$ cat config.mk
export PLATFORM = sky130hd
export DESIGN_NAME = modbus_rtu_register_reader
export DESIGN_NICKNAME = d
export VERILOG_FILES = /design/src/mrr_pkg.sv /design/src/mrr_crc.sv /design/src/mrr_div.sv /design/src/modbus_rtu_register_reader.sv
export SDC_FILE = /design/constraint.sdc
export NUM_CORES = 1
export LEC_CHECK = 0
export ABC_AREA = 1
export BUFFER_PORTS_ARGS = -buffer_cell sky130_fd_sc_hd__buf_2
export CORE_ASPECT_RATIO = 0.6
export CORE_MARGIN = 2
export CORE_UTILIZATION = 50
export DETAILED_ROUTE_END_ITERATION = 7
export MAX_ROUTING_LAYER = met4
export PLACE_DENSITY = 0.77
export SYNTH_ARGS = -nofsm -noshare
export SYNTH_HDL_FRONTEND = slang
export SYNTH_SLANG_ARGS = --single-unit
$ cat constraint.sdc
create_clock -name clk -period 16.5 [get_ports clk]
set_input_delay 1.65 -clock clk [delete_from_list [all_inputs] [get_ports clk]]
set_output_delay 1.65 -clock clk [all_outputs]
set_load 0.005 [all_outputs]
$ cat src/mrr_pkg.sv
`default_nettype none

package mrr_pkg;

    // Field widths fixed by the Modbus frame and the register map.
    localparam int ADDR_W       = 8;
    localparam int WORD_W       = 16;
    localparam int PCT_W        = 10;
    localparam int PADDR_W      = 5;
    localparam int PDATA_W      = 32;
    localparam int REPLY_LENGTH = 7;
    localparam int COUNT_W      = $clog2(REPLY_LENGTH + 1);
    localparam int REPLY_IDX_W  = $clog2(REPLY_LENGTH);

    // The reply carries address, function, byte count and two data bytes
    // ahead of its CRC.
    localparam int REPLY_CRC_BYTES = REPLY_LENGTH - 2;

    // Scaling: the quotient of the span division never reaches 1024.
    localparam int QUOT_W     = PCT_W;
    localparam int DIVIDEND_W = WORD_W + PCT_W;

    localparam logic [WORD_W-1:0] CRC_INIT          = 16'hFFFF;
    localparam logic [WORD_W-1:0] CRC_POLY          = 16'hA001;
    localparam logic [ADDR_W-1:0] FUNC_READ_HOLDING = 8'h03;
    localparam logic [WORD_W-1:0] QUANTITY_ONE      = 16'h0001;

    localparam logic [WORD_W-1:0] PERCENT_MAX   = 16'd100;
    localparam logic [PCT_W-1:0]  TENTHS_PER_PC = 10'd10;
    localparam logic [PCT_W-1:0]  PCT_FULL      = 10'd1000;

    // Register reset values.
    localparam logic [ADDR_W-1:0] RST_DEVICE_ADDRESS   = 8'd1;
    localparam logic [WORD_W-1:0] RST_REGISTER_ADDRESS = 16'd0;
    localparam logic [WORD_W-1:0] RST_TIMEOUT_TICKS    = 16'd1000;
    localparam logic [WORD_W-1:0] RST_RAW_OFFSET       = 16'd0;
    localparam logic [WORD_W-1:0] RST_RAW_FULL_SCALE   = 16'd4095;
    localparam logic [PCT_W-1:0]  RST_WET_THRESHOLD    = 10'd500;

    typedef enum logic [1:0] {
        MODE_START   = 2'd0,
        MODE_RX_BYTE = 2'd1,
        MODE_TICK    = 2'd2,
        MODE_NONE    = 2'd3
    } mode_t;

    typedef enum logic [1:0] {
        ST_OK      = 2'd0,
        ST_TIMEOUT = 2'd1,
        ST_CRC     = 2'd2,
        ST_ADDR    = 2'd3
    } status_t;

    localparam logic KIND_TX      = 1'b0;
    localparam logic KIND_READING = 1'b1;

    typedef enum logic [2:0] {
        REG_DEVICE_ADDRESS   = 3'd0,
        REG_REGISTER_ADDRESS = 3'd1,
        REG_TIMEOUT_TICKS    = 3'd2,
        REG_RAW_OFFSET       = 3'd3,
        REG_RAW_FULL_SCALE   = 3'd4,
        REG_VALUE_IS_PERCENT = 3'd5,
        REG_WET_THRESHOLD    = 3'd6,
        REG_UNUSED           = 3'd7
    } reg_idx_t;

    // Command to the bit-serial CRC unit.
    typedef struct packed {
        logic              load;
        logic              init;
        logic [ADDR_W-1:0] data;
    } crc_ctrl_t;

endpackage

`default_nettype wire

$ cat src/mrr_crc.sv
`default_nettype none

// Bit-serial CRC-16 (reflected polynomial), one shift per cycle.
module mrr_crc
    import mrr_pkg::*;
(
    input  wire logic              clk,
    input  wire logic              rst_n,
    input  wire crc_ctrl_t         ctrl,
    output logic                   busy,
    output logic [WORD_W-1:0]      crc
);

    logic [WORD_W-1:0] crc_reg, crc_next;
    logic [2:0]        bit_reg, bit_next;
    logic              busy_reg, busy_next;

    always_comb
    begin
        crc_next  = crc_reg;
        bit_next  = bit_reg;
        busy_next = busy_reg;
        if (ctrl.load)
        begin
            crc_next  = (ctrl.init ? CRC_INIT : crc_reg) ^ {{(WORD_W-ADDR_W){1'b0}}, ctrl.data};
            bit_next  = '0;
            busy_next = 1'b1;
        end
        else if (busy_reg)
        begin
            crc_next = crc_reg[0] ? ((crc_reg >> 1) ^ CRC_POLY) : (crc_reg >> 1);
            bit_next = bit_reg + 3'd1;
            if (bit_reg == 3'd7)
            begin
                busy_next = 1'b0;
            end
        end
    end

    always_ff @(posedge clk or negedge rst_n)
    begin
        if (!rst_n)
        begin
            crc_reg  <= CRC_INIT;
            bit_reg  <= '0;
            busy_reg <= 1'b0;
        end
        else
        begin
            crc_reg  <= crc_next;
            bit_reg  <= bit_next;
            busy_reg <= busy_next;
        end
    end

    assign busy = busy_reg;
    assign crc  = crc_reg;

endmodule

`default_nettype wire

$ cat src/mrr_div.sv
`default_nettype none

// Restoring divider, one quotient bit per cycle. The caller guarantees that
// the quotient fits in QUOT_W bits, so the upper dividend half is below the
// divisor at the start.
module mrr_div
    import mrr_pkg::*;
(
    input  wire logic                  clk,
    input  wire logic                  rst_n,
    input  wire logic                  start,
    input  wire logic [DIVIDEND_W-1:0] dividend,
    input  wire logic [WORD_W-1:0]     divisor,
    output logic                       busy,
    output logic [QUOT_W-1:0]          quotient
);

    localparam int CNT_W = $clog2(QUOT_W);

    logic [WORD_W-1:0] rem_reg, rem_next;
    logic [QUOT_W-1:0] quo_reg, quo_next;
    logic [WORD_W-1:0] div_reg, div_next;
    logic [CNT_W-1:0]  cnt_reg, cnt_next;
    logic              busy_reg, busy_next;

    logic [WORD_W:0]   shifted;
    logic [WORD_W+1:0] trial;
    logic              fits;

    assign shifted = {rem_reg, quo_reg[QUOT_W-1]};
    assign trial   = {1'b0, shifted} - {2'b00, div_reg};
    assign fits    = ~trial[WORD_W+1];

    always_comb
    begin
        rem_next  = rem_reg;
        quo_next  = quo_reg;
        div_next  = div_reg;
        cnt_next  = cnt_reg;
        busy_next = busy_reg;
        if (start)
        begin
            rem_next  = dividend[DIVIDEND_W-1:QUOT_W];
            quo_next  = dividend[QUOT_W-1:0];
            div_next  = divisor;
            cnt_next  = '0;
            busy_next = 1'b1;
        end
        else if (busy_reg)
        begin
            rem_next = fits ? trial[WORD_W-1:0] : shifted[WORD_W-1:0];
            quo_next = {quo_reg[QUOT_W-2:0], fits};
            cnt_next = cnt_reg + CNT_W'(1);
            if (cnt_reg == CNT_W'(QUOT_W - 1))
            begin
                busy_next = 1'b0;
            end
        end
    end

    always_ff @(posedge clk)
    begin
        rem_reg <= rem_next;
        quo_reg <= quo_next;
        div_reg <= div_next;
    end

    always_ff @(posedge clk or negedge rst_n)
    begin
        if (!rst_n)
        begin
            cnt_reg  <= '0;
            busy_reg <= 1'b0;
        end
        else
        begin
            cnt_reg  <= cnt_next;
            busy_reg <= busy_next;
        end
    end

    assign busy     = busy_reg;
    assign quotient = quo_reg;

endmodule

`default_nettype wire

$ cat src/modbus_rtu_register_reader.sv
// Modbus RTU master that reads one holding register and turns it into a
// wetness figure in tenths of a percent.
// Input channel (in_valid/in_ready, fields mode and rx_byte): a start
// transaction makes the block send an eight-byte read request, a received
// byte transaction feeds the reply, and a tick transaction advances the
// reply timeout. Output channel (out_valid/out_ready): request bytes with
// kind 0, the eighth flagged last, or one reading outcome with kind 1.
// A start runs the first six request bytes through the shared bit-serial
// CRC unit; all eight request bytes then follow one per accepted output
// transaction. Each of the first five reply bytes holds the input while
// the CRC unit folds it in; the sixth is only stored. The seventh byte
// starts a check and, for a scaled value, a multiply and a ten-step
// divide whose quotient becomes the percentage of the outcome.
// Reset sets the configuration registers to their documented defaults and leaves the
// block idle, not waiting for a reply. When the receiver stalls, the output
// register holds its transaction; the block still accepts the next input
// transaction, but stops before producing another result until the held
// one has gone. Configuration goes through the APB port with pready tied
// high, and is to be written only while the block is idle.
`default_nettype none

module modbus_rtu_register_reader
    import mrr_pkg::*;
(
    input  wire logic               clk,
    input  wire logic               rst_n,

    input  wire logic               psel,
    input  wire logic               penable,
    input  wire logic               pwrite,
    input  wire logic [PADDR_W-1:0] paddr,
    input  wire logic [PDATA_W-1:0] pwdata,
    output logic [PDATA_W-1:0]      prdata,
    output logic                    pready,

    input  wire logic               in_valid,
    output logic                    in_ready,
    input  wire logic [1:0]         mode,
    input  wire logic [ADDR_W-1:0]  rx_byte,

    output logic                    out_valid,
    input  wire logic               out_ready,
    output logic                    kind,
    output logic [ADDR_W-1:0]       tx_byte,
    output logic                    last,
    output logic [1:0]              status,
    output logic [WORD_W-1:0]       raw_value,
    output logic [PCT_W-1:0]        percent_tenths,
    output logic                    is_wet
);

    // Sequencer states.
    typedef enum logic [8:0] {
        S_IDLE     = 9'b000000001,
        S_REQ_CRC  = 9'b000000010,
        S_REQ_SEND = 9'b000000100,
        S_RX_CRC   = 9'b000001000,
        S_CHECK    = 9'b000010000,
        S_MUL      = 9'b000100000,
        S_DIV_LOAD = 9'b001000000,
        S_DIV_WAIT = 9'b010000000,
        S_RESULT   = 9'b100000000
    } state_t;

    state_t state_reg, state_next;

    // Configuration registers.
    logic [ADDR_W-1:0] device_address_reg;
    logic [WORD_W-1:0] register_address_reg;
    logic [WORD_W-1:0] timeout_ticks_reg;
    logic [WORD_W-1:0] raw_offset_reg;
    logic [WORD_W-1:0] raw_full_scale_reg;
    logic              value_is_percent_reg;
    logic [PCT_W-1:0]  wet_threshold_reg;

    // Transaction state.
    logic               awaiting_reg, awaiting_next;
    logic [COUNT_W-1:0] count_reg, count_next;
    logic [WORD_W-1:0]  ticks_reg, ticks_next;
    logic [2:0]         idx_reg, idx_next;
    logic [ADDR_W-1:0]  reply_mem [REPLY_LENGTH];
    logic               reply_we;

    // Outcome held between the check and the output register.
    logic [1:0]            res_status_reg, res_status_next;
    logic [WORD_W-1:0]     res_raw_reg, res_raw_next;
    logic [PCT_W-1:0]      res_pct_reg, res_pct_next;
    logic [DIVIDEND_W-1:0] prod_reg, prod_next;

    // Output register.
    logic              out_valid_reg, out_valid_next;
    logic              out_load;
    logic              out_kind_reg, out_kind_next;
    logic [ADDR_W-1:0] out_tx_reg, out_tx_next;
    logic              out_last_reg, out_last_next;
    logic [1:0]        out_status_reg, out_status_next;
    logic [WORD_W-1:0] out_raw_reg, out_raw_next;
    logic [PCT_W-1:0]  out_pct_reg, out_pct_next;
    logic              out_wet_reg, out_wet_next;

    logic in_fire;
    logic out_free;
    logic cfg_write;

    // Shared units.
    crc_ctrl_t         crc_ctrl;
    logic              crc_busy;
    logic [WORD_W-1:0] crc_value;
    logic              div_start;
    logic              div_busy;
    logic [QUOT_W-1:0] div_quotient;

    logic [2:0]        req_sel;
    logic [ADDR_W-1:0] req_byte;
    logic [WORD_W-1:0] reply_raw;
    logic [WORD_W-1:0] reply_crc;
    logic [WORD_W-1:0] span;
    logic [WORD_W-1:0] excess;
    logic [6:0]        pct_clip;

    mrr_crc u_crc (
        .clk   (clk),
        .rst_n (rst_n),
        .ctrl  (crc_ctrl),
        .busy  (crc_busy),
        .crc   (crc_value)
    );

    mrr_div u_div (
        .clk      (clk),
        .rst_n    (rst_n),
        .start    (div_start),
        .dividend (prod_reg),
        .divisor  (span),
        .busy     (div_busy),
        .quotient (div_quotient)
    );

    assign in_ready = (state_reg == S_IDLE);
    assign in_fire  = in_valid & in_ready;
    assign out_free = ~out_valid_reg | out_ready;

    // ---------------------------------------------------------------
    // APB register file. Registers sit on word addresses; the write
    // completes in the access phase.
    // ---------------------------------------------------------------
    assign pready    = 1'b1;
    assign cfg_write = psel & penable & pwrite & pready;

    always_ff @(posedge clk or negedge rst_n)
    begin
        if (!rst_n)
        begin
            device_address_reg   <= RST_DEVICE_ADDRESS;
            register_address_reg <= RST_REGISTER_ADDRESS;
            timeout_ticks_reg    <= RST_TIMEOUT_TICKS;
            raw_offset_reg       <= RST_RAW_OFFSET;
            raw_full_scale_reg   <= RST_RAW_FULL_SCALE;
            value_is_percent_reg <= 1'b0;
            wet_threshold_reg    <= RST_WET_THRESHOLD;
        end
        else if (cfg_write)
        begin
            unique case (reg_idx_t'(paddr[4:2]))
                REG_DEVICE_ADDRESS:   device_address_reg   <= pwdata[ADDR_W-1:0];
                REG_REGISTER_ADDRESS: register_address_reg <= pwdata[WORD_W-1:0];
                REG_TIMEOUT_TICKS:    timeout_ticks_reg    <= pwdata[WORD_W-1:0];
                REG_RAW_OFFSET:       raw_offset_reg       <= pwdata[WORD_W-1:0];
                REG_RAW_FULL_SCALE:   raw_full_scale_reg   <= pwdata[WORD_W-1:0];
                REG_VALUE_IS_PERCENT: value_is_percent_reg <= pwdata[0];
                REG_WET_THRESHOLD:    wet_threshold_reg    <= pwdata[PCT_W-1:0];
                default:              ;
            endcase
        end
    end

    always_comb
    begin
        unique case (reg_idx_t'(paddr[4:2]))
            REG_DEVICE_ADDRESS:   prdata = PDATA_W'(device_address_reg);
            REG_REGISTER_ADDRESS: prdata = PDATA_W'(register_address_reg);
            REG_TIMEOUT_TICKS:    prdata = PDATA_W'(timeout_ticks_reg);
            REG_RAW_OFFSET:       prdata = PDATA_W'(raw_offset_reg);
            REG_RAW_FULL_SCALE:   prdata = PDATA_W'(raw_full_scale_reg);
            REG_VALUE_IS_PERCENT: prdata = PDATA_W'(value_is_percent_reg);
            REG_WET_THRESHOLD:    prdata = PDATA_W'(wet_threshold_reg);
            default:              prdata = '0;
        endcase
    end

    // ---------------------------------------------------------------
    // Request frame. While the CRC is being built the mux looks one
    // byte ahead, so that the next byte is ready when the unit frees up.
    // ---------------------------------------------------------------
    assign req_sel = (state_reg == S_REQ_CRC) ? idx_reg + 3'd1 : idx_reg;

    always_comb
    begin
        unique case (req_sel)
            3'd0:    req_byte = device_address_reg;
            3'd1:    req_byte = FUNC_READ_HOLDING;
            3'd2:    req_byte = register_address_reg[15:8];
            3'd3:    req_byte = register_address_reg[7:0];
            3'd4:    req_byte = QUANTITY_ONE[15:8];
            3'd5:    req_byte = QUANTITY_ONE[7:0];
            3'd6:    req_byte = crc_value[7:0];
            default: req_byte = crc_value[15:8];
        endcase
    end

    // Fields of a complete reply; the CRC travels low byte first.
    assign reply_raw = {reply_mem[3], reply_mem[4]};
    assign reply_crc = {reply_mem[6], reply_mem[5]};
    assign span      = raw_full_scale_reg - raw_offset_reg;
    assign excess    = res_raw_reg - raw_offset_reg;
    assign pct_clip  = (reply_raw > PERCENT_MAX) ? PERCENT_MAX[6:0] : reply_raw[6:0];

    // ---------------------------------------------------------------
    // Sequencer.
    // ---------------------------------------------------------------
    always_comb
    begin
        state_next      = state_reg;
        awaiting_next   = awaiting_reg;
        count_next      = count_reg;
        ticks_next      = ticks_reg;
        idx_next        = idx_reg;
        res_status_next = res_status_reg;
        res_raw_next    = res_raw_reg;
        res_pct_next    = res_pct_reg;
        prod_next       = prod_reg;
        reply_we        = 1'b0;
        crc_ctrl        = '0;
        div_start       = 1'b0;

        out_load        = 1'b0;
        out_kind_next   = out_kind_reg;
        out_tx_next     = out_tx_reg;
        out_last_next   = out_last_reg;
        out_status_next = out_status_reg;
        out_raw_next    = out_raw_reg;
        out_pct_next    = out_pct_reg;
        out_wet_next    = out_wet_reg;

        unique case (state_reg)
            S_IDLE:
            begin
                if (in_fire)
                begin
                    case (mode_t'(mode))
                        MODE_START:
                        begin
                            // A start while waiting simply restarts the exchange.
                            awaiting_next = 1'b1;
                            count_next    = '0;
                            ticks_next    = '0;
                            idx_next      = '0;
                            crc_ctrl.load = 1'b1;
                            crc_ctrl.init = 1'b1;
                            crc_ctrl.data = device_address_reg;
                            state_next    = S_REQ_CRC;
                        end
                        MODE_RX_BYTE:
                        begin
                            if (awaiting_reg)
                            begin
                                reply_we   = 1'b1;
                                count_next = count_reg + COUNT_W'(1);
                                if (count_reg < COUNT_W'(REPLY_CRC_BYTES))
                                begin
                                    crc_ctrl.load = 1'b1;
                                    crc_ctrl.init = (count_reg == '0);
                                    crc_ctrl.data = rx_byte;
                                    state_next    = S_RX_CRC;
                                end
                                else if (count_reg == COUNT_W'(REPLY_LENGTH - 1))
                                begin
                                    awaiting_next = 1'b0;
                                    count_next    = '0;
                                    state_next    = S_CHECK;
                                end
                            end
                        end
                        MODE_TICK:
                        begin
                            if (awaiting_reg)
                            begin
                                if (ticks_reg >= timeout_ticks_reg)
                                begin
                                    awaiting_next   = 1'b0;
                                    count_next      = '0;
                                    res_status_next = ST_TIMEOUT;
                                    res_raw_next    = '0;
                                    res_pct_next    = '0;
                                    state_next      = S_RESULT;
                                end
                                else
                                begin
                                    ticks_next = ticks_reg + WORD_W'(1);
                                end
                            end
                        end
                        default:
                        begin
                        end
                    endcase
                end
            end

            S_REQ_CRC:
            begin
                if (!crc_busy)
                begin
                    if (idx_reg == 3'd5)
                    begin
                        idx_next   = '0;
                        state_next = S_REQ_SEND;
                    end
                    else
                    begin
                        idx_next      = idx_reg + 3'd1;
                        crc_ctrl.load = 1'b1;
                        crc_ctrl.data = req_byte;
                    end
                end
            end

            S_REQ_SEND:
            begin
                if (out_free)
                begin
                    out_load        = 1'b1;
                    out_kind_next   = KIND_TX;
                    out_tx_next     = req_byte;
                    out_last_next   = (idx_reg == 3'd7);
                    out_status_next = ST_OK;
                    out_raw_next    = '0;
                    out_pct_next    = '0;
                    out_wet_next    = 1'b0;
                    idx_next        = idx_reg + 3'd1;
                    if (idx_reg == 3'd7)
                    begin
                        state_next = S_IDLE;
                    end
                end
            end

            S_RX_CRC:
            begin
                if (!crc_busy)
                begin
                    state_next = S_IDLE;
                end
            end

            S_CHECK:
            begin
                res_raw_next = '0;
                res_pct_next = '0;
                state_next   = S_RESULT;
                if (crc_value != reply_crc)
                begin
                    res_status_next = ST_CRC;
                end
                else if (reply_mem[0] != device_address_reg ||
                         reply_mem[1] != FUNC_READ_HOLDING)
                begin
                    res_status_next = ST_ADDR;
                end
                else
                begin
                    res_status_next = ST_OK;
                    res_raw_next    = reply_raw;
                    if (value_is_percent_reg)
                    begin
                        res_pct_next = {3'b000, pct_clip} * TENTHS_PER_PC;
                    end
                    else if (raw_full_scale_reg <= raw_offset_reg)
                    begin
                        res_pct_next = (reply_raw > raw_offset_reg) ? PCT_FULL : '0;
                    end
                    else if (reply_raw <= raw_offset_reg)
                    begin
                        res_pct_next = '0;
                    end
                    else if (reply_raw >= raw_full_scale_reg)
                    begin
                        res_pct_next = PCT_FULL;
                    end
                    else
                    begin
                        state_next = S_MUL;
                    end
                end
            end

            S_MUL:
            begin
                prod_next  = DIVIDEND_W'(excess) * DIVIDEND_W'(PCT_FULL);
                state_next = S_DIV_LOAD;
            end

            S_DIV_LOAD:
            begin
                div_start  = 1'b1;
                state_next = S_DIV_WAIT;
            end

            S_DIV_WAIT:
            begin
                if (!div_busy)
                begin
                    res_pct_next = div_quotient;
                    state_next   = S_RESULT;
                end
            end

            S_RESULT:
            begin
                if (out_free)
                begin
                    out_load        = 1'b1;
                    out_kind_next   = KIND_READING;
                    out_tx_next     = '0;
                    out_last_next   = 1'b1;
                    out_status_next = res_status_reg;
                    out_raw_next    = res_raw_reg;
                    out_pct_next    = res_pct_reg;
                    out_wet_next    = (res_status_reg == ST_OK) &&
                                      (res_pct_reg >= wet_threshold_reg);
                    state_next      = S_IDLE;
                end
            end

            default:
            begin
                state_next = S_IDLE;
            end
        endcase
    end

    always_comb
    begin
        if (out_load)
        begin
            out_valid_next = 1'b1;
        end
        else if (out_ready)
        begin
            out_valid_next = 1'b0;
        end
        else
        begin
            out_valid_next = out_valid_reg;
        end
    end

    always_ff @(posedge clk or negedge rst_n)
    begin
        if (!rst_n)
        begin
            state_reg     <= S_IDLE;
            awaiting_reg  <= 1'b0;
            count_reg     <= '0;
            ticks_reg     <= '0;
            idx_reg       <= '0;
            out_valid_reg <= 1'b0;
        end
        else
        begin
            state_reg     <= state_next;
            awaiting_reg  <= awaiting_next;
            count_reg     <= count_next;
            ticks_reg     <= ticks_next;
            idx_reg       <= idx_next;
            out_valid_reg <= out_valid_next;
        end
    end

    // Payload registers carry no reset.
    always_ff @(posedge clk)
    begin
        res_status_reg <= res_status_next;
        res_raw_reg    <= res_raw_next;
        res_pct_reg    <= res_pct_next;
        prod_reg       <= prod_next;
        out_kind_reg   <= out_kind_next;
        out_tx_reg     <= out_tx_next;
        out_last_reg   <= out_last_next;
        out_status_reg <= out_status_next;
        out_raw_reg    <= out_raw_next;
        out_pct_reg    <= out_pct_next;
        out_wet_reg    <= out_wet_next;
    end

    // Reply byte store; every entry is written before the check reads it.
    always_ff @(posedge clk)
    begin
        if (reply_we)
        begin
            reply_mem[count_reg[REPLY_IDX_W-1:0]] <= rx_byte;
        end
    end

    assign out_valid      = out_valid_reg;
    assign kind           = out_kind_reg;
    assign tx_byte        = out_tx_reg;
    assign last           = out_last_reg;
    assign status         = out_status_reg;
    assign raw_value      = out_raw_reg;
    assign percent_tenths = out_pct_reg;
    assign is_wet         = out_wet_reg;

endmodule

`default_nettype wire

==> results of run 1 <==
==> cell usage after synthesis, types with 42 or more instances <==
| master | number |
|---|---|
| o21ai_0 | 157 |
| nand2_1 | 513 |
| dfstp_2 | 42 |
| nand3_1 | 112 |
| a21oi_1 | 118 |
| inv_1 | 432 |
| dfrtp_1 | 99 |
| xor2_1 | 58 |
| fa_1 | 50 |
| ha_1 | 180 |
| edfxtp_1 | 180 |
| nor2_1 | 209 |
==> critical path: stages, from the launching register on <==
cell     delay (ns)
dfrtp_1        0.47
ha_1           0.19
inv_1          0.06
fa_1           0.39
nand3_1        0.09
nand2_1        0.15
nand3_1        0.15
nand4_1        0.18
a21oi_1        0.16
o21ai_0        0.13
xnor2_1        0.67
inv_1          0.27
fa_1           0.60
inv_1          0.06
fa_1           0.50
inv_1          0.06
fa_1           0.48
ha_1           0.32
ha_1           0.39
a21oi_1        0.26
o21ai_0        0.14
a21oi_1        0.13
nand2_1        0.15
a21oi_1        0.16
nor2_1         0.05
nor2_1         0.11
xnor2_1        0.22
==> final cells by class <==
| type | count | area, sq um |
|---|---|---|
| clock inverter | 17 | 150 |
| fill | 3785 | 18400 |
| multi-input combinational | 1676 | 10400 |
| clock buffer | 46 | 1010 |
| inverter | 439 | 1650 |
| timing repair buffer | 107 | 579 |
| sequential | 321 | 8990 |
| tap | 570 | 713 |
| antenna | 4 | 10.0 |
==> cells in the final DEF, fill, tap and decap left out, types with 15 or more instances in the layout <==
cell,synthesis,final
dfstp_2,42,42
o21ai_0,157,157
nor2_1,209,208
a21oi_1,118,118
inv_1,432,432
o22ai_1,26,26
ha_1,180,180
clkbuf_16,0,38
xnor2_1,34,34
nor4_1,16,15
conb_1,2,17
fa_1,50,50
nand2_1,513,513
nand3_1,112,112
nand4_1,34,34
nor3_1,21,20
xor2_1,58,58
dfrtp_1,99,99
buf_4,17,15
buf_2,5,91
edfxtp_1,180,180
==> worst paths after layout <==
check / cells after the start / slack [ns] / startpoint / endpoint
setup / recovery: 26 / 9.75 / raw_offset_reg[0] / prod_reg[24]
hold / removal: 2 / 0.49 / raw_offset_reg[10] / raw_offset_reg[10]
setup reg to reg: 26 / 9.75 / raw_offset_reg[0] / prod_reg[24]
hold reg to reg: 2 / 0.49 / raw_offset_reg[10] / raw_offset_reg[10]
max in group asynchronous: 3 / 13.80 / rst_n / raw_full_scale_reg[13]
min in group asynchronous: 1 / 1.08 / rst_n / idx_reg[2]
==> per-stage QoR <==
stage                     instance area (sq um)  setup WS, ns  util, %
final                                     23500          9.75     56.1
after CTS                                 23500          9.84     56.1
after global placement                    22400          9.95     53.3
after detailed placement                  22400          9.87     53.3
after floorplan                           21400         11.05        -
after global routing                      23500          9.31     56.1
==> metal layers <==
layer	vias up	part of all wire (%)	track usage, %
met5	-	0	-
met2	879	38	36.8
li1	8317	-	-
met3	70	14	10.6
met1	8465	47	43.5
met4	0	2.0	6.15
==> kinds of logic (layout without fill, tap and decap cells) <==
| family | count (synthesis) | count (layout) | share of synthesized area [%] |
|---|---|---|---|
| buffers and inverters | 500 | 609 | 9.22 |
| other | 2 | 21 | 0.0352 |
| AND/OR/NAND/NOR | 950 | 950 | 19.2 |
| AO/OA/AOI/OAI | 387 | 387 | 10.4 |
| adder cells (fa/ha/maj) | 230 | 230 | 15.3 |
| XOR/XNOR | 92 | 92 | 3.78 |
| flip-flops | 321 | 321 | 42.1 |
==> metrics.csv, run 1 <==
stage,metric,value,unit
sta,finalCritPeriodShare,40.9,%
setup_path,start_kind,register,
min_path,holdCritPathClass,register to register,
logic_synthesis,synth-main-ff-cell,edfxtp_1,
die,die_h,164,um
clock_tree,cts_setup_buffers,0,
setup_path,path_class,register to register,
sta,max-slew-margin-rel,13.2,%
layout,instances_no_fill,3180,
routing,post_drt_via_cell_ratio,5.58,
sta,worst_pin_slew,1.29,ns
global_routing,grt-ovfl-total,0,
logic_synthesis,synthCells,2482,
routing,vias,17700,
routing,wl,62.9,mm
routing,wl_per_cell,19.8,um
layout,drive_gt1_share,9.44,%
logic_synthesis,yosysTopAreaCellShare,25.3,%
global_routing,grtUsageTotal,29.1,%
clock_tree,worstSkewPairLatency,0.53,ns
sta,hold_violations,0,
sta,tns,0,ns
die,coreArea,41900,sq um
logic_synthesis,synth_async_sr_flop_share,43.9,%
sta,fin_skew,0.0144,ns
clock_tree,cts_hold_buf,0,
die,rows,58,
global_routing,grt_pass1_vias,16200,
clock_tree,cts_max_level,2,
logic_synthesis,yosys_warnings,0,
layout,nNetsFinal,2864,
logic_synthesis,syn_area_per_cell,8.59,sq um
logic_synthesis,synth_area_leaders,"edfxtp_1 (25%), dfrtp_1 (12%), ha_1 (11%)",
clock_tree,cts_root_buf,clkbuf_16,
placement,dp_hpwl,50.2,mm
logic_synthesis,netlist_area,21300,sq um
placement,place_inst,3113,
setup_path,crit_path_end_kind,register,
die,die_w,271,um
logic_synthesis,synth_cell_types,64,
logic_synthesis,seq_area_frac_synth,42.1,%
setup_path,worstPathRequired,16.80,ns
global_routing,grt_max_degree,54,
sta,timing.hold.ws,0.487,ns
clock_tree,cts_tree,built,
die,start_util,50.8,%
outcome,outcome,"finished, final reports clean",
placement,gp_congestion,0.968,
clock_tree,cts_buffer_depth,3,
layout,area_growth,10.4,%
clock_tree,cts_buffers,35,
routing,ant_nets,0,
layout,largest_reg_flops,48,
routing,route.detailed.drc,0,
sta,setup_violations,0,
logic_synthesis,yosys.area.top_type,edfxtp_1,
setup_path,path_max_fanout,5,
routing,firstDrtPassIters,6,
logic_synthesis,synth_enable_flop_cells,180,
sta,finalMaxSlewViolations,0,
setup_path,arrival,7.04,ns
clock_tree,clkSlewWorstSetupHoldPaths,0.06,ns
global_routing,grt_pass1_wl,94.6,mm
logic_synthesis,synth-seq-cells,321,
clock_tree,cts_resized,0,
global_routing,antenna_found_initial,5,
die,pin_count,128,
sta,fmax,148,MHz
clock_tree,clock_sinks,321,
job,cap_violations,0,
sta,min_period,6.75,ns
routing,drtIter0Drc,2212,
die,dieArea,44400,sq um
placement,io_buffer_count,92,
sta,rsz0062_at_grt,no,
Power of run 1 is left out: the tool's default activity adds up to more than one toggle a clock period on the data nets, which glitch-free logic cannot reach.
==> run 2, diff against run 1 <==
- ABC_AREA: 1 -> 0
- PLACE_DENSITY: 0.77 -> 0.79
- clock period: 16.5 -> 6.01 ns (I/O delays scaled with it)
==> run 2 against run 1 <==
Against the previous run:
- the run now ends with negative setup slack left
- highest routed layer unchanged
- die area down 0.92%
- first-iteration DRC count down 5.3%
- area after synthesis is 0.94% lower
- register-to-register slack worse by 9.8 ns
- non-clock buffer count rose by 77
- synthesized cell count fell by 16%
- critical path depth is 1 higher
- setup slack got worse by 9.8 ns
==> metrics.csv, run 2 <==
stage,metric,value,unit,change
outcome,outcome,"finished, violations left",,
outcome,failed_checks,negative setup slack,,
sta,finalCritPeriodShare,100,%,+59 points
logic_synthesis,yosys-top-cells-count,"nand2_1 (209), inv_1 (196), edfxtp_1 (180), ha_1 (180), nor2_1 (150)",,
logic_synthesis,synth-simple-area-share,14.5,%,-4.7 points
clock_tree,cts_tree,built,,
logic_synthesis,synthAdderAreaFrac,15.5,%,+0.29 points
logic_synthesis,synth_enable_flop_cells,180,,unchanged
sta,fmax,166,MHz,+12%
clock_tree,worstSkewPairLatency,0.55,ns,+0.02 ns
setup_path,crit_path_frequent_cell,inv_2,,
die,coreArea,41800,sq um,-0.35%
sta,setup_violations,1,,+1
layout,nFillCells,3486,,-7.9%
sta,layout_setup_ws,-0.00130,ns,-9.76 ns
layout,multi_input_area,11500,sq um,+10%
logic_synthesis,seq_area_frac_synth,42.5,%,+0.40 points
sta,min_period,6.01,ns,-0.735 ns
layout,nNetsFinal,2533,,-12%
logic_synthesis,synth_async_sr_flop_share,43.9,%,unchanged
global_routing,grt_pass1_wl,97.1,mm,+2.7%
logic_synthesis,yosysMostFrequentCell,nand2_1,,
routing,firstDrtPassIters,6,,unchanged
placement,dp_hpwl,49.3,mm,-1.7%
logic_synthesis,synth-main-ff-cell,edfxtp_1,,
sta,finalMaxSlewViolations,0,,unchanged
layout,final_cell_mix,"nand2_1 (208), inv_1 (182), edfxtp_1 (180)",,
global_routing,grtUsageTotal,29.9,%,+0.82 points
sta,max-slew-margin-rel,19.5,%,+6.3 points
die,die_h,163,um,-0.46%
setup_path,cp_top_family,adder cells,,
sta,rsz0062_at_grt,yes,,
setup_path,cp_num_buf_inv,6,,+2
placement,io_buffer_count,92,,unchanged
layout,ff_latch_area,8990,sq um,unchanged
die,rows,58,,unchanged
die,die_w,269,um,-0.46%
setup_path,worstPathRequired,6.29,ns,-10.51 ns
placement,gp_congestion,1.02,,+4.8%
die,dieArea,44000,sq um,-0.92%
logic_synthesis,synth_top_family_by_area,adder cells,,
clock_tree,cts_max_level,2,,unchanged
logic_synthesis,synth_cell_types,83,,+30%
clock_tree,clock_sinks,321,,unchanged
routing,post_drt_via_cell_ratio,6.00,,+7.7%
layout,drive_gt1_share,18.7,%,+9.2 points
setup_path,path_class,register to register,,
layout,final_cell_area,24300,sq um,+3.4%
logic_synthesis,synth_compound_area_share,13.3,%,+2.9 points
logic_synthesis,synth.area.mux_share,4.45,%,+4.5 points
min_path,holdCritPathClass,primary input to async pin,,
setup_path,crit_slowest_cell,fa_1,,
die,start_util,50.5,%,-0.30 points
layout,layout_commonest_cell,nand2_1,,
routing,drtIter0Drc,2095,,-5.3%
routing,wl,65.2,mm,+3.7%
logic_synthesis,syn_area_per_cell,10.1,sq um,+17%
job,cap_violations,0,,unchanged
clock_tree,cts_root_buf,clkbuf_16,,
placement,post_dp_cell_area,22600,sq um,+0.97%
setup_path,arrival,6.29,ns,-0.75 ns
global_routing,grt-ovfl-total,0,,unchanged
clock_tree,clkSlewWorstSetupHoldPaths,0.06,ns,about the same
layout,largest_reg_flops,48,,unchanged
routing,vias,17100,,-3.5%
layout,area_growth,15.2,%,
sta,hold_violations,0,,unchanged
logic_synthesis,synth_area_leaders,"edfxtp_1 (26%), dfrtp_1 (12%), ha_1 (11%)",,
logic_synthesis,yosysTopAreaCellShare,25.6,%,+0.24 points
setup_path,start_kind,register,,
global_routing,antenna_found_initial,7,,+2
die,pin_count,128,,unchanged
logic_synthesis,netlist_area,21100,sq um,-0.94%
clock_tree,cts_buffer_depth,3,,unchanged
clock_tree,cts_buffers,34,,-2.9%
logic_synthesis,synthXorXnorAreaFrac,4.23,%,+0.45 points
setup_path,path_max_fanout,3,,-2
setup_path,crit_path_end_kind,register,,
placement,pre_cts_slack,-0.437,ns,-10.31 ns
global_routing,grt_pass1_vias,15800,,-2.4%
routing,wl_per_cell,22.9,um,+16%
logic_synthesis,synthCells,2095,,-16%
logic_synthesis,yosys.area.top_type,edfxtp_1,,
logic_synthesis,yosys_warnings,0,,unchanged
global_routing,grt_max_degree,98,,+81%
routing,ant_nets,0,,unchanged
setup_path,slowest_delay,0.52,ns,-0.15 ns
sta,worst_pin_slew,1.21,ns,-0.0874 ns
routing,route.detailed.drc,0,,unchanged
sta,fin_skew,0.0231,ns,+0.00870 ns
logic_synthesis,synth-seq-cells,321,,unchanged
## run 2: timing repair
action	CTS	global route
hold buffers	0	0
pin swaps	6	55
endpoints found under the setup margin	9	8
resized for setup	21	66
setup buffers	1	15
## run 2: layout make-up
class / instances / area share, %
sequential: 321 / 36.9
multi-input combinational: 1510 / 47.4
timing repair buffer: 184 / 4.77
inverter: 198 / 3.06
clock buffer: 50 / 4.17
antenna: 6 / 0.0617
clock inverter: 12 / 0.709
tap: 570 / 2.93
## run 2: worst paths after layout
check                                               to            from  cells after the start  slack [ns]
worst max register to register            prod_reg[25]  res_raw_reg[0]                     27      -0.001
min in group clk                raw_full_scale_reg[11]      pwdata[11]                      3        0.34
worst min-delay path                  u_crc.bit_reg[1]           rst_n                      1        0.17
worst min register to register       u_div.quotient[3]     prod_reg[3]                      2        0.52
worst max-delay path                      prod_reg[25]  res_raw_reg[0]                     27      -0.001
max in group asynchronous                 ticks_reg[6]           rst_n                      2        4.59
## run 2: per-layer routing
layer  GRT usage (%)  routed length, um  vias to the layer above
li1                -                  -                     7719
met1            45.6              29900                     8346
met2            37.9              25200                      958
met3            9.44               8850                       91
met4            6.04               1220                        0
met5               -                  0                        -
## run 2: logic make-up (layout without fill, tap and decap cells)
logic type                 count (synthesis)  after routing
muxes                                     83             83
other                                      2             23
DFF                                      321            321
adders and majority gates                233            233
AOI/OAI and AO/OA                        439            439
and+or+nand+nor                          636            636
buffers and inverters                    279            444
xor gates and xnor gates                 102            102
## run 2: metrics by stage
stage                     cells  TNS [ns]  hold slack (ns)  util [%]
after floorplan            2110         0            0.305         -
after global placement     2767    -0.535            0.494      54.1
after detailed placement   2767     -1.87            0.496      54.1
after CTS                  2830  -0.00535            0.215      57.1
after global routing       2851    -0.712            0.273      58.2
final                      2851  -0.00130            0.170      58.2
Power of run 2 is left out for the same reason.
